File: src/rtl/core/utf8d_pkg.sv
package utf8d_pkg;

  localparam logic [7:0] CONT_TAG   = 8'h80;
  localparam logic [7:0] CONT_MASK  = 8'hC0;
  localparam logic [7:0] LEAD2_MIN  = 8'hC2;
  localparam logic [7:0] LEAD3_LOW  = 8'hE0;
  localparam logic [7:0] LEAD3_SURR = 8'hED;
  localparam logic [7:0] SECOND_A0  = 8'hA0;
  localparam logic [7:0] LEAD4_LOW  = 8'hF0;
  localparam logic [7:0] SECOND_90  = 8'h90;
  localparam logic [7:0] LEAD4_MAX  = 8'hF4;
  localparam logic [7:0] SECOND_8F  = 8'h8F;

  localparam logic [2:0] LEN_BAD  = 3'd0;
  localparam logic [2:0] LEN_ONE  = 3'd1;
  localparam logic [2:0] LEN_TWO  = 3'd2;
  localparam logic [2:0] LEN_FOUR = 3'd4;
  localparam logic [2:0] LEN_THREE = 3'd3;

  localparam int unsigned CP_W = 21;

  typedef logic [2:0] len_t;

  // first pipeline stage: raw window plus lead class
  typedef struct packed {
    logic [7:0] b0;
    logic [7:0] b1;
    logic [7:0] b2;
    logic [7:0] b3;
    len_t       need;
    len_t       avail;
    logic [3:1] cont;
  } s1_t;

  typedef struct packed {
    logic ok;
    len_t len;
  } chk_t;

  function automatic len_t lead_len(input logic [7:0] b);
    len_t r;
    r = LEN_BAD;
    if (b[7] == 1'b0)            r = LEN_ONE;
    else if (b[7:5] == 3'b110)   r = LEN_TWO;
    else if (b[7:4] == 4'b1110)  r = LEN_THREE;
    else if (b[7:3] == 5'b11110) r = LEN_FOUR;
    return r;
  endfunction

  function automatic logic is_cont(input logic [7:0] b);
    return (b & CONT_MASK) == CONT_TAG;
  endfunction

endpackage

File: src/rtl/core/utf8d_if.sv
interface utf8d_in_if;
  logic       valid;
  logic       ready;
  logic [7:0] byte_first;
  logic [7:0] byte_second;
  logic [7:0] byte_third;
  logic [7:0] byte_fourth;
  logic [2:0] bytes_available;

  modport source (output valid, byte_first, byte_second, byte_third, byte_fourth,
                  bytes_available, input ready);
  modport sink   (input valid, byte_first, byte_second, byte_third, byte_fourth,
                  bytes_available, output ready);
endinterface

interface utf8d_out_if;
  logic                        valid;
  logic                        ready;
  logic [utf8d_pkg::CP_W-1:0]  scalar_value;
  logic [2:0]                  char_length;
  logic                        decode_ok;

  modport source (output valid, scalar_value, char_length, decode_ok, input ready);
  modport sink   (input valid, scalar_value, char_length, decode_ok, output ready);
endinterface

File: src/rtl/core/utf8d_check.sv
module utf8d_check (
  input  utf8d_pkg::s1_t  s1,
  output utf8d_pkg::chk_t chk
);

  logic conts_ok;
  logic form_ok;

  always_comb begin
    conts_ok = 1'b1;
    form_ok  = 1'b1;
    unique case (s1.need)
      utf8d_pkg::LEN_ONE: begin
        conts_ok = 1'b1;
      end
      utf8d_pkg::LEN_TWO: begin
        conts_ok = s1.cont[1];
        form_ok  = s1.b0 >= utf8d_pkg::LEAD2_MIN;
      end
      utf8d_pkg::LEN_THREE: begin
        conts_ok = s1.cont[1] & s1.cont[2];
        // reject overlong and surrogate ranges
        form_ok  = !((s1.b0 == utf8d_pkg::LEAD3_LOW) && (s1.b1 < utf8d_pkg::SECOND_A0))
                && !((s1.b0 == utf8d_pkg::LEAD3_SURR) && (s1.b1 >= utf8d_pkg::SECOND_A0));
      end
      utf8d_pkg::LEN_FOUR: begin
        conts_ok = &s1.cont;
        form_ok  = !((s1.b0 == utf8d_pkg::LEAD4_LOW) && (s1.b1 < utf8d_pkg::SECOND_90))
                && (s1.b0 <= utf8d_pkg::LEAD4_MAX)
                && !((s1.b0 == utf8d_pkg::LEAD4_MAX) && (s1.b1 > utf8d_pkg::SECOND_8F));
      end
      default: begin
        conts_ok = 1'b0;
        form_ok  = 1'b0;
      end
    endcase
  end

  assign chk.ok  = conts_ok && form_ok && (s1.avail >= s1.need);
  assign chk.len = chk.ok ? s1.need : utf8d_pkg::LEN_BAD;

endmodule

File: src/rtl/core/utf8_strict_char_decoder_top.sv
// channel | dir | payload
// req     | in  | byte_first, byte_second, byte_third, byte_fourth, bytes_available
// rsp     | out | scalar_value, char_length, decode_ok
//
// Three register stages: classify, check, assemble.
// One word enters per cycle when rsp is not stalled.
// rst (synchronous) clears the stage valid bits only.
// A stall on rsp holds each full stage; empty stages still fill behind it.
module utf8_strict_char_decoder_top (
  input logic clk,
  input logic rst,
  utf8d_in_if.sink    req,
  utf8d_out_if.source rsp
);

  utf8d_pkg::s1_t  s1, s1_next;
  utf8d_pkg::chk_t chk;
  logic [7:0]      b0_2, b1_2, b2_2, b3_2;
  utf8d_pkg::chk_t c2;
  logic            v1, v2, v3;
  logic            r1, r2, r3;
  logic [utf8d_pkg::CP_W-1:0] cp_next;
  logic [utf8d_pkg::CP_W-1:0] scalar_value;
  logic [2:0]      char_length;
  logic            decode_ok;

  assign r3 = !v3 || rsp.ready;
  assign r2 = !v2 || r3;
  assign r1 = !v1 || r2;
  assign req.ready = r1;

  always_comb begin
    s1_next.b0    = req.byte_first;
    s1_next.b1    = req.byte_second;
    s1_next.b2    = req.byte_third;
    s1_next.b3    = req.byte_fourth;
    s1_next.need  = utf8d_pkg::lead_len(req.byte_first);
    // availability above four means the whole window
    s1_next.avail = (req.bytes_available > utf8d_pkg::LEN_FOUR) ? utf8d_pkg::LEN_FOUR
                                                                : req.bytes_available;
    s1_next.cont  = {utf8d_pkg::is_cont(req.byte_fourth),
                     utf8d_pkg::is_cont(req.byte_third),
                     utf8d_pkg::is_cont(req.byte_second)};
  end

  utf8d_check u_check (
    .s1  (s1),
    .chk (chk)
  );

  always_comb begin
    unique case (c2.len)
      utf8d_pkg::LEN_ONE:   cp_next = {14'd0, b0_2[6:0]};
      utf8d_pkg::LEN_TWO:   cp_next = {10'd0, b0_2[4:0], b1_2[5:0]};
      utf8d_pkg::LEN_THREE: cp_next = {5'd0, b0_2[3:0], b1_2[5:0], b2_2[5:0]};
      utf8d_pkg::LEN_FOUR:  cp_next = {b0_2[2:0], b1_2[5:0], b2_2[5:0], b3_2[5:0]};
      default:              cp_next = '0;
    endcase
  end

  always_ff @(posedge clk) begin
    if (rst) begin
      v1 <= 1'b0;
      v2 <= 1'b0;
      v3 <= 1'b0;
    end else begin
      if (r1) v1 <= req.valid;
      if (r2) v2 <= v1;
      if (r3) v3 <= v2;
    end
  end

  always_ff @(posedge clk) begin
    if (r1 && req.valid) s1 <= s1_next;
    if (r2 && v1) begin
      b0_2 <= s1.b0;
      b1_2 <= s1.b1;
      b2_2 <= s1.b2;
      b3_2 <= s1.b3;
      c2   <= chk;
    end
    if (r3 && v2) begin
      scalar_value <= cp_next;
      char_length  <= c2.len;
      decode_ok    <= c2.ok;
    end
  end

  assign rsp.valid        = v3;
  assign rsp.scalar_value = scalar_value;
  assign rsp.char_length  = char_length;
  assign rsp.decode_ok    = decode_ok;

`ifndef SYNTHESIS
  a_err_zero: assert property (@(posedge clk) disable iff (rst)
    (rsp.valid && !rsp.decode_ok) |-> (rsp.char_length == 3'd0 && rsp.scalar_value == 21'd0))
    else $error("error word carries nonzero fields");

  a_ok_len: assert property (@(posedge clk) disable iff (rst)
    (rsp.valid && rsp.decode_ok) |-> (rsp.char_length != 3'd0 && rsp.char_length <= 3'd4))
    else $error("valid word with bad length");

  a_accept_fills: assert property (@(posedge clk) disable iff (rst)
    (req.valid && req.ready) |=> v1)
    else $error("accepted word lost at stage one");

  a_stage2_hold: assert property (@(posedge clk) disable iff (rst)
    (v2 && !r2) |=> (v2 && $stable(c2)))
    else $error("stalled stage two changed");
`endif

endmodule
File: src/flat_wrapper.sv
// flat-port wrapper written by rule: the top's interface ports become plain ports
module utf8_strict_char_decoder_top_flat 
  (clk, rst, req_valid, req_byte_first, req_byte_second, req_byte_third, req_byte_fourth, req_bytes_available, req_ready, rsp_valid, rsp_scalar_value, rsp_char_length, rsp_decode_ok, rsp_ready);
  utf8d_in_if req_i ();
  utf8d_out_if rsp_i ();
  input logic clk;
  input logic rst;
  input wire logic [$bits(req_i.valid)-1:0] req_valid;
  input wire logic [$bits(req_i.byte_first)-1:0] req_byte_first;
  input wire logic [$bits(req_i.byte_second)-1:0] req_byte_second;
  input wire logic [$bits(req_i.byte_third)-1:0] req_byte_third;
  input wire logic [$bits(req_i.byte_fourth)-1:0] req_byte_fourth;
  input wire logic [$bits(req_i.bytes_available)-1:0] req_bytes_available;
  output wire logic [$bits(req_i.ready)-1:0] req_ready;
  output wire logic [$bits(rsp_i.valid)-1:0] rsp_valid;
  output wire logic [$bits(rsp_i.scalar_value)-1:0] rsp_scalar_value;
  output wire logic [$bits(rsp_i.char_length)-1:0] rsp_char_length;
  output wire logic [$bits(rsp_i.decode_ok)-1:0] rsp_decode_ok;
  input wire logic [$bits(rsp_i.ready)-1:0] rsp_ready;
  assign req_i.valid = req_valid;
  assign req_i.byte_first = req_byte_first;
  assign req_i.byte_second = req_byte_second;
  assign req_i.byte_third = req_byte_third;
  assign req_i.byte_fourth = req_byte_fourth;
  assign req_i.bytes_available = req_bytes_available;
  assign req_ready = req_i.ready;
  assign rsp_valid = rsp_i.valid;
  assign rsp_scalar_value = rsp_i.scalar_value;
  assign rsp_char_length = rsp_i.char_length;
  assign rsp_decode_ok = rsp_i.decode_ok;
  assign rsp_i.ready = rsp_ready;
  utf8_strict_char_decoder_top u_core (.clk(clk), .rst(rst), .req(req_i), .rsp(rsp_i));
endmodule
File: config.mk
export PLATFORM = sky130hd
export DESIGN_NAME = utf8_strict_char_decoder_top_flat
export DESIGN_NICKNAME = d
export VERILOG_FILES = /design/src/rtl/core/utf8d_pkg.sv /design/src/rtl/core/utf8d_if.sv /design/src/rtl/core/utf8d_check.sv /design/src/rtl/core/utf8_strict_char_decoder_top.sv /design/src/flat_wrapper.sv
export SDC_FILE = /design/constraint.sdc
export NUM_CORES = 1
export LEC_CHECK = 0
export BUFFER_PORTS_ARGS = -buffer_cell sky130_fd_sc_hd__buf_2
export CAP_MARGIN = 10
export CORE_ASPECT_RATIO = 1.25
export CORE_MARGIN = 2
export CORE_UTILIZATION = 47
export DETAILED_ROUTE_END_ITERATION = 16
export PLACE_DENSITY = 0.69
export SLEW_MARGIN = 20
export SYNTH_ARGS = -nofsm -noshare
export SYNTH_HDL_FRONTEND = slang
export SYNTH_HIERARCHICAL = 1
export SYNTH_SLANG_ARGS = --single-unit
File: constraint.sdc
create_clock -name clk -period 2.1 [get_ports clk]
set_clock_uncertainty 0.05 [all_clocks]
set_input_delay 0.21 -clock clk [delete_from_list [all_inputs] [get_ports clk]]
set_output_delay 0.21 -clock clk [all_outputs]
set_load 0.01 [all_outputs]
==> results of run 1 <==
-- routing by layer --
layer / vias up / global-route usage
met5: - / 0
met4: 0 / 0.0816
met3: 15 / 0.0529
met2: 65 / 0.263
met1: 1076 / 0.172
li1: 1091 / -
-- worst min-delay path by stage --
stage                             startpoint                       endpoint  slack, ns
after floorplan                          rst  u_core/rsp.valid$_SDFFE_PP0P_       0.23
after detailed placement  req_byte_second[1]        u_core/s1[26]$_DFFE_PP_       0.34
final                              req_valid         u_core/v1$_SDFFE_PP0P_       0.03
after CTS                          req_valid         u_core/v1$_SDFFE_PP0P_       0.02
after global placement     req_byte_third[4]        u_core/s1[21]$_DFFE_PP_       0.34
after global routing               req_valid         u_core/v1$_SDFFE_PP0P_       0.03
-- per-stage QoR --
step           utilization  cells  hold WS (ns)  power, mW  setup WS [ns]
2_1_floorplan            -    223         0.229       2.37          0.176
3_3_place_gp         0.544    381         0.337       2.45          0.428
3_5_place_dp         0.544    381         0.338       2.46          0.383
4_1_cts              0.608    427        0.0153       3.71          0.359
5_1_grt              0.608    427        0.0331       3.81          0.256
6_report             0.608    427        0.0316       3.66          0.335
-- worst min-delay path, delay by kind of cell --
family	cells	cell delay, ns
buffers and inverters	2	0.14
AOI/OAI and AO/OA	1	0.05
-- registers in the layout (all words and copies together) (netlist names) --
name                     flops
u_core/b2_2                  6
u_core/b0_2                  7
u_core/v1                    1
u_core/b1_2                  6
u_core/rsp.char_length       3
u_core/s1                   37
u_core/v2                    1
u_core/rsp.decode_ok         1
u_core/rsp.scalar_value     21
u_core/rsp.valid             1
u_core/b3_2                  6
u_core/c2                    4
-- layout make-up --
cell class,instances,area share
inverter,7,0.00551
timing repair buffer,102,0.142
clock inverter,7,0.0168
tap,95,0.0249
multi-input combinational,113,0.198
sequential,94,0.586
clock buffer,9,0.0260
-- power by group through the flow --
stage	registers [mW]	clock network (mW)	logic, mW
global placement	2.24	0	0.208
detailed placement	2.25	0	0.213
CTS	2.20	1.25	0.256
finish	2.20	1.20	0.259
global route	2.21	1.31	0.285
floorplan	2.23	0	0.134
-- timing repair --
action,CTS,global route
resized for setup,0,0
hold endpoints to repair,32,0
hold buffers,30,0
==> results_dict.tcl, run 1 <==
set metrics [dict create \
    register_area_mm2 0.00279 \
    ant_nets 0 \
    drtPass1Iterations 4 \
    place_congestion 0.717 \
    cts_buffer_depth 2 \
    core_area_mm2 0.00784 \
    top_layer "met4" \
    slowest_stage "edfxtp_1" \
    final_area_mm2 0.00477 \
    wl_met3_um 325 \
    finalSetupViolations 0 \
    worstPathArrival_ns 1.83 \
    antenna_cells 0 \
    portBuffers 65 \
    hold_viol_final 0 \
    relSlewSlack 0.537 \
    maxSlewViolCount 0 \
    path_cells "nor2_1 -> nor4b_4 -> o41ai_2 -> and4b_4 -> o22ai_1" \
    status "complete, no violations" \
    grt_pass1_wl_um 10600 \
    antenna_found_initial 0 \
    path_depth 5 \
    multi_input_area_um2 946 \
    yosysWarnings 6 \
    route.detailed.wl_per_inst_um 15.0 \
    cts_tree "built" \
    hpwl_um 4110 \
    layout_commonest_cell "edfxtp_1" \
    place_area_mm2 0.00426 \
    grt_start_max_net_pins 38 \
    cts-root-buf "clkbuf_8" \
    drtIter0Drc 90 \
    p_leak_nw 1.84 \
    p_sw_mw 0.813 \
    syn_nets 265 \
    final_cell_mix "edfxtp_1 (91), buf_2 (65), dlygate4sd3_1 (30)" \
    reg2reg_to "u_core/c2[3]$_DFFE_PP_" \
    setup.worst_path.end "u_core/c2[3]$_DFFE_PP_" \
    crit_type "register to register" \
    drive_gt1_frac 0.301 \
    period_share 0.840 \
    vias 2247 \
    power_frac_comb 0.071 \
    synth_area_mm2 0.00383 \
    p_per_area_mw_per_mm2 768 \
    crit_start "u_core/s1[36]$_DFFE_PP_" \
    r2r_setup_slack_ns 0.34 \
    worstPathRequired_ns 2.16 \
    clkSinkCount 94 \
    syn2layout_area_growth_pct 24.5 \
    die_height_um 105 \
    hold_path_class "input pin to register" \
    die_area_mm2 0.00889 \
    wl_um 6420 \
    fmax_mhz 567 \
    first_global_vias 2279 \
    grt-ovfl-total 0 \
    wl_met1_um 2610 \
    fin_nets 369 \
    min_path_cells 3 \
    core.rowCount 36 \
    cp_num_buf_inv 0 \
    tns_ns 0 \
    cp-start-kind "register" \
    start_util 0.489 \
    r2r.worst_path.cells 5 \
    clk_pin_slew_ns 0.10 \
    htree_levels 3 \
    cpPeakStageDelay_ns 0.50 \
    vdd_drop_max_uv 514 \
    dr_wl_met2_um 3280 \
    insertion_delay_ns 0.37 \
    drt-vias-per-instance 5.26 \
    cts_setup_buffers 0 \
    crit_family "simple AND/OR/NAND/NOR gates" \
    worst_slew_pin_slew_ns 0.694 \
    grt_use_total 0.156 \
    rr_startpoint "u_core/s1[36]$_DFFE_PP_" \
    end_kind "register" \
    seqPwrFrac 0.601 \
    fill_cells 616 \
    cap_violations 0 \
    internal_power_mw 2.85 \
    avgSynthCellArea_um2 17.2 \
    p_clk_frac 0.328 \
    cts_buffers 9 \
    die_w_um 84.7 \
    drc 0 \
    synth_cells 223 \
    ios 66 \
    p_sw_frac 0.222 \
    min_period_ns 1.76 \
    rsz0062_at_grt "no" \
    cp_max_fo 6 \
]
No activity file was read; power rests on OpenSTA's default activity.
==> run 2, diff against run 1 <==
Clock period 2.1 ns to 1.8 ns, I/O delays scaled along.
==> run 2 against run 1 <==
Global-route usage is 0.71 points lower. Sequential cell count did not move. Clock-buffer cell count is the same. Power is 18% higher. Critical path depth did not move. Sequential share of layout area is 0.49 points lower. Routed wire length shrank 2.1%. Die area unchanged. Largest cell class unchanged.
==> results_dict.tcl, run 2 (synthesized netlist as in run 1, its figures left out) <==
set metrics [dict create \
    fill_cells 614 \
    p_sw_frac 0.204 \
    worstHoldEndpoint "u_core/s1[1]$_DFFE_PP_" \
    worst_slew_pin_slew_ns 0.824 \
    tns_ns 0 \
    worstPathRequired_ns 1.85 \
    grt_pass1_wl_um 10100 \
    p_per_area_mw_per_mm2 901 \
    r2r.worst_path.cells 5 \
    die_w_um 84.7 \
    drtIter0Drc 77 \
    place_congestion 0.745 \
    vias 2245 \
    grt_use_total 0.149 \
    syn2layout_area_growth_pct 25.5 \
    p_clk_frac 0.336 \
    rr_startpoint "u_core/s1[36]$_DFFE_PP_" \
    portBuffers 65 \
    preCtsSetupSlack_ns 0.0922 \
    r2r_setup_slack_ns 0.08 \
    grt-ovfl-total 0 \
    crit_start "u_core/s1[36]$_DFFE_PP_" \
    cts_tree "built" \
    antenna_found_initial 0 \
    final_util 0.613 \
    maxSlewViolCount 0 \
    die_area_mm2 0.00889 \
    vdd_drop_max_uv 516 \
    clkSinkCount 94 \
    rsz0062_at_grt "no" \
    core_area_mm2 0.00784 \
    layout.cells.non_filler 429 \
    drt-vias-per-instance 5.23 \
    finalSetupViolations 0 \
    cts_buffers 9 \
    largest_register_ffs 37 \
    drtPass1Iterations 4 \
    status "complete, no violations" \
    cts_buffer_depth 2 \
    multi_input_area_um2 947 \
    worstPathArrival_ns 1.77 \
    drive_gt1_frac 0.299 \
    internal_power_mw 3.45 \
    power_frac_comb 0.072 \
    hold_path_class "input pin to register" \
    cap_violations 0 \
    drc 0 \
    ant_nets 0 \
    min_period_ns 1.72 \
    reg_top3 "u_core/s1: 37 flops, u_core/rsp.scalar_value: 21 flops, u_core/b0_2: 7 flops" \
    route.detailed.wl_per_inst_um 14.7 \
    p_leak_nw 1.86 \
    die_height_um 105 \
    min_path_cells 2 \
    fin_nets 371 \
    start_util 0.489 \
    layout_commonest_cell "edfxtp_1" \
    core.rowCount 36 \
    first_global_vias 2213 \
    ios 66 \
    reg2reg_to "u_core/c2[3]$_DFFE_PP_" \
    cp-start-kind "register" \
    end_kind "register" \
    clk_pin_slew_ns 0.09 \
    dp.cells 380 \
    crit_type "register to register" \
    grt_start_max_net_pins 38 \
    hpwl_um 4120 \
    period_share 0.954 \
    regMostFlops "u_core/s1" \
    fmax_mhz 582 \
    final_cell_mix "edfxtp_1 (91), buf_2 (65), dlygate4sd3_1 (31)" \
    seqPwrFrac 0.592 \
    p_total_mw 4.33 \
    antenna_cells 0 \
    insertion_delay_ns 0.36 \
    cts-root-buf "clkbuf_8" \
    htree_levels 3 \
    hold_ws_ns 0.0402 \
    final_area_mm2 0.00481 \
    p_sw_mw 0.883 \
    register_area_mm2 0.00279 \
    worst_slack_ns 0.0828 \
    cp_max_fo 5 \
    holdCritStartpoint "req_byte_third[6]" \
    hold_viol_final 0 \
    place_area_mm2 0.00427 \
    wl_um 6290 \
    relSlewSlack 0.451 \
]
==> run 2: cell types whose count changed in the layout (fill, tap and decap cells not counted), sizes merged <==
cell         before  now
buf              72   73
bufinv            1    2
clkinv            2    4
clkinvlp          2    1
dlygate4sd3      30   31
inv               9    7
==> run 2: power groups by stage <==
stage / registers (mW) / clock network [mW] / logic (mW)
after global routing: 2.57 / 1.57 / 0.346
after CTS: 2.56 / 1.50 / 0.309
final: 2.56 / 1.45 / 0.313
after detailed placement: 2.61 / 0 / 0.256
after floorplan: 2.61 / 0 / 0.156
after global placement: 2.61 / 0 / 0.250
==> run 2: worst max-delay path, stage by stage (launching register included) <==
cell and delay, ns:
edfxtp_1 0.44, nor2_1 0.18, nor4b_4 0.24, o41ai_2 0.10
and4b_4 0.38, o22ai_1 0.08
==> run 2: layer usage <==
layer	vias to the layer above	GRT usage	routed length, um
met5	-	0	0
met4	0	0.0862	141
met3	12	0.0387	297
met2	55	0.260	3350
met1	1077	0.161	2500
li1	1101	-	-
==> run 2: final cells by class <==
class,count,share of cell area
timing repair buffer,104,0.147
clock inverter,7,0.0185
clock buffer,9,0.0258
sequential,94,0.581
inverter,7,0.00547
multi-input combinational,113,0.197
tap,95,0.0247
==> run 2: worst max-delay path by stage <==
stage / slack (ns) / cells past startpoint / endpoint
floorplan: 0.17 / 2 / u_core/b0_2[0]$_DFFE_PP_
detailed placement: 0.09 / 5 / u_core/c2[3]$_DFFE_PP_
global route: 0.01 / 6 / u_core/c2[3]$_DFFE_PP_
CTS: 0.06 / 5 / u_core/c2[3]$_DFFE_PP_
finish: 0.08 / 5 / u_core/c2[3]$_DFFE_PP_
global placement: 0.13 / 5 / u_core/c2[3]$_DFFE_PP_
==> run 2: repair_timing <==
action	4_1_cts	5_1_grt
hold buffers	31	0
buffers inserted	0	2
setup endpoints to repair	0	3
hold endpoints to repair	32	0
gates resized for setup	0	2
==> run 3, diff against run 2 <==
Settings changed: BUFFER_PORTS_ARGS -buffer_cell sky130_fd_sc_hd__buf_2 to -buffer_cell sky130_fd_sc_hd__buf_4, CORE_UTILIZATION 47 to 34, PLACE_DENSITY 0.69 to unset.
==> run 3 against run 2 <==
Core utilization is 15 points lower. Clock power is 39% higher. Worst hold slack worse by 0.0017 ns. Fmax is 0.92% higher. First-iteration DRC count is 29% higher. Sequential share of layout area is 3.8 points lower. Non-clock buffer count is 2 higher. Setup slack better by 0.016 ns. Routed wire length is 5.5% higher. Sequential power hardly changed. Critical path type unchanged. Largest power group unchanged.
==> results_dict.tcl, run 3 (synthesized netlist as in run 1, its figures left out) <==
set metrics [dict create \
    status "complete, no violations" \
    cp-start-kind "register" \
    fill_cells 942 \
    worst_slack_ns 0.0985 \
    worstPathArrival_ns 1.83 \
    drtIter0Drc 99 \
    ios 66 \
    end_kind "register" \
    antenna_found_initial 0 \
    p_sw_frac 0.202 \
    largest_register_ffs 37 \
    cp_num_buf_inv 2 \
    cts_tree "built" \
    route.detailed.wl_per_inst_um 14.1 \
    cp_max_fo 5 \
    maxSlewViolCount 0 \
    htree_levels 3 \
    drtPass1Iterations 4 \
    place_area_mm2 0.00450 \
    slowest_stage "edfxtp_1" \
    cts-root-buf "clkbuf_16" \
    vdd_drop_max_uv 471 \
    vias 2217 \
    p_clk_frac 0.408 \
    finalSetupViolations 0 \
    wl_um 6630 \
    cap_violations 0 \
    grt_use_total 0.117 \
    power_frac_comb 0.071 \
    place_congestion 0.816 \
    p_sw_mw 0.996 \
    core_area_mm2 0.0110 \
    multi_input_area_um2 947 \
    syn2layout_area_growth_pct 34.2 \
    seqPwrFrac 0.522 \
    die_height_um 123 \
    hold_path_class "input pin to register" \
    final_area_mm2 0.00514 \
    period_share 0.945 \
    worstPathRequired_ns 1.93 \
    rsz0062_at_grt "no" \
    cpPeakStageDelay_ns 0.48 \
    insertion_delay_ns 0.34 \
    register_area_mm2 0.00279 \
    hpwl_um 4570 \
    dp.cells 422 \
    grt_start_max_net_pins 38 \
    layout_commonest_cell "edfxtp_1" \
    worst_slew_pin_slew_ns 0.844 \
    fin_nets 373 \
    final_cell_mix "edfxtp_1 (91), buf_4 (75), dlygate4sd3_1 (30)" \
    grt-ovfl-total 0 \
    clk_pin_slew_ns 0.06 \
    crit_family "flip-flops" \
    tns_ns 0 \
    internal_power_mw 3.93 \
    die_w_um 98.9 \
    min_period_ns 1.70 \
    cts_buffer_depth 2 \
    clkSinkCount 94 \
    path_cells "buf_4 -> buf_4 -> o41ai_2 -> and4b_4 -> o22ai_1" \
    start_util 0.347 \
    layout.cells.non_filler 471 \
    reg_top3 "u_core/s1: 37 flops, u_core/rsp.scalar_value: 21 flops, u_core/b0_2: 7 flops" \
    first_global_vias 2149 \
    preCtsSetupSlack_ns 0.112 \
    grt_pass1_wl_um 10700 \
    p_leak_nw 1.97 \
    p_per_area_mw_per_mm2 958 \
    drc 0 \
    die_area_mm2 0.0121 \
    drt-vias-per-instance 4.71 \
    hold_viol_final 0 \
    crit_type "register to register" \
    drive_gt1_frac 0.310 \
    final_util 0.466 \
    ant_nets 0 \
    antenna_cells 0 \
    cts_buffers 9 \
    fmax_mhz 588 \
    cpMostUsedCell "buf_4" \
    core.rowCount 43 \
    regMostFlops "u_core/s1" \
    portBuffers 65 \
    relSlewSlack 0.438 \
]
## run 3: cell count changes in the layout (fill, tap and decap cells not counted)
cell / before / now
clkbuf_16: 0 / 9
buf_4: 7 / 75
clkinv_2: 1 / 0
o21ai_1: 4 / 3
clkinv_1: 2 / 1
clkinvlp_4: 1 / 2
inv_6: 0 / 1
buf_2: 65 / 0
o21ai_0: 0 / 1
clkbuf_8: 9 / 0
dlygate4sd3_1: 31 / 30
## run 3: repair_timing
item | in CTS | in global routing
hold endpoints to repair | 32 | 0
buffers inserted | 0 | 3
resized for setup | 0 | 1
setup endpoints to repair | 0 | 3
hold buffers | 30 | 0
## run 3: metal layers
metal	share of wire	track usage	wire length, um	up-vias
met5	0	0	0	-
met1	0.43	0.137	2830	1055
met3	0.043	0.0393	287	7
met4	0.019	0.0565	125	0
li1	-	-	-	1106
met2	0.51	0.193	3390	49
## run 3: worst paths after layout
path	depth (start not counted)	start	end	slack (ns)
setup / recovery	5	u_core/s1[6]$_SDFFCE_PN1P_	u_core/c2[3]$_DFFE_PP_	0.1
hold reg to reg	0	u_core/c2[3]$_DFFE_PP_	u_core/rsp.decode_ok$_DFFE_PP_	0.36
hold / removal	3	req_valid	u_core/v1$_SDFFE_PP0P_	0.04
setup reg to reg	5	u_core/s1[6]$_SDFFCE_PN1P_	u_core/c2[3]$_DFFE_PP_	0.1
## run 3: power by group through the flow
stage / Clock [mW] / Combinational [mW] / Sequential (mW)
CTS: 2.06 / 0.346 / 2.57
global placement: 0 / 0.287 / 2.61
detailed placement: 0 / 0.293 / 2.62
global route: 2.16 / 0.383 / 2.58
floorplan: 0 / 0.156 / 2.61
finish: 2.01 / 0.348 / 2.57
## run 3: worst min-delay path, delay by kind of cell
family                 cells  cell delay [ns]
buffers and inverters      2             0.15
AO/OA/AOI/OAI              1             0.05
## run 3: layout make-up
| cell class | instances | area share |
|---|---|---|
| Clock buffer | 9 | 0.0438 |
| Clock inverter | 7 | 0.0187 |
| Inverter | 7 | 0.00511 |
| Multi-Input combinational cell | 113 | 0.184 |
| Sequential cell | 94 | 0.543 |
| Tap cell | 135 | 0.0329 |
| Timing Repair Buffer | 106 | 0.172 |
## run 3: stage by stage
stage | total power [mW] | hold WS (ns)
finish | 4.92 | 0.0384
global route | 5.12 | 0.0363
CTS | 4.98 | 0.0260
detailed placement | 2.91 | 0.309
global placement | 2.90 | 0.308
floorplan | 2.76 | 0.199
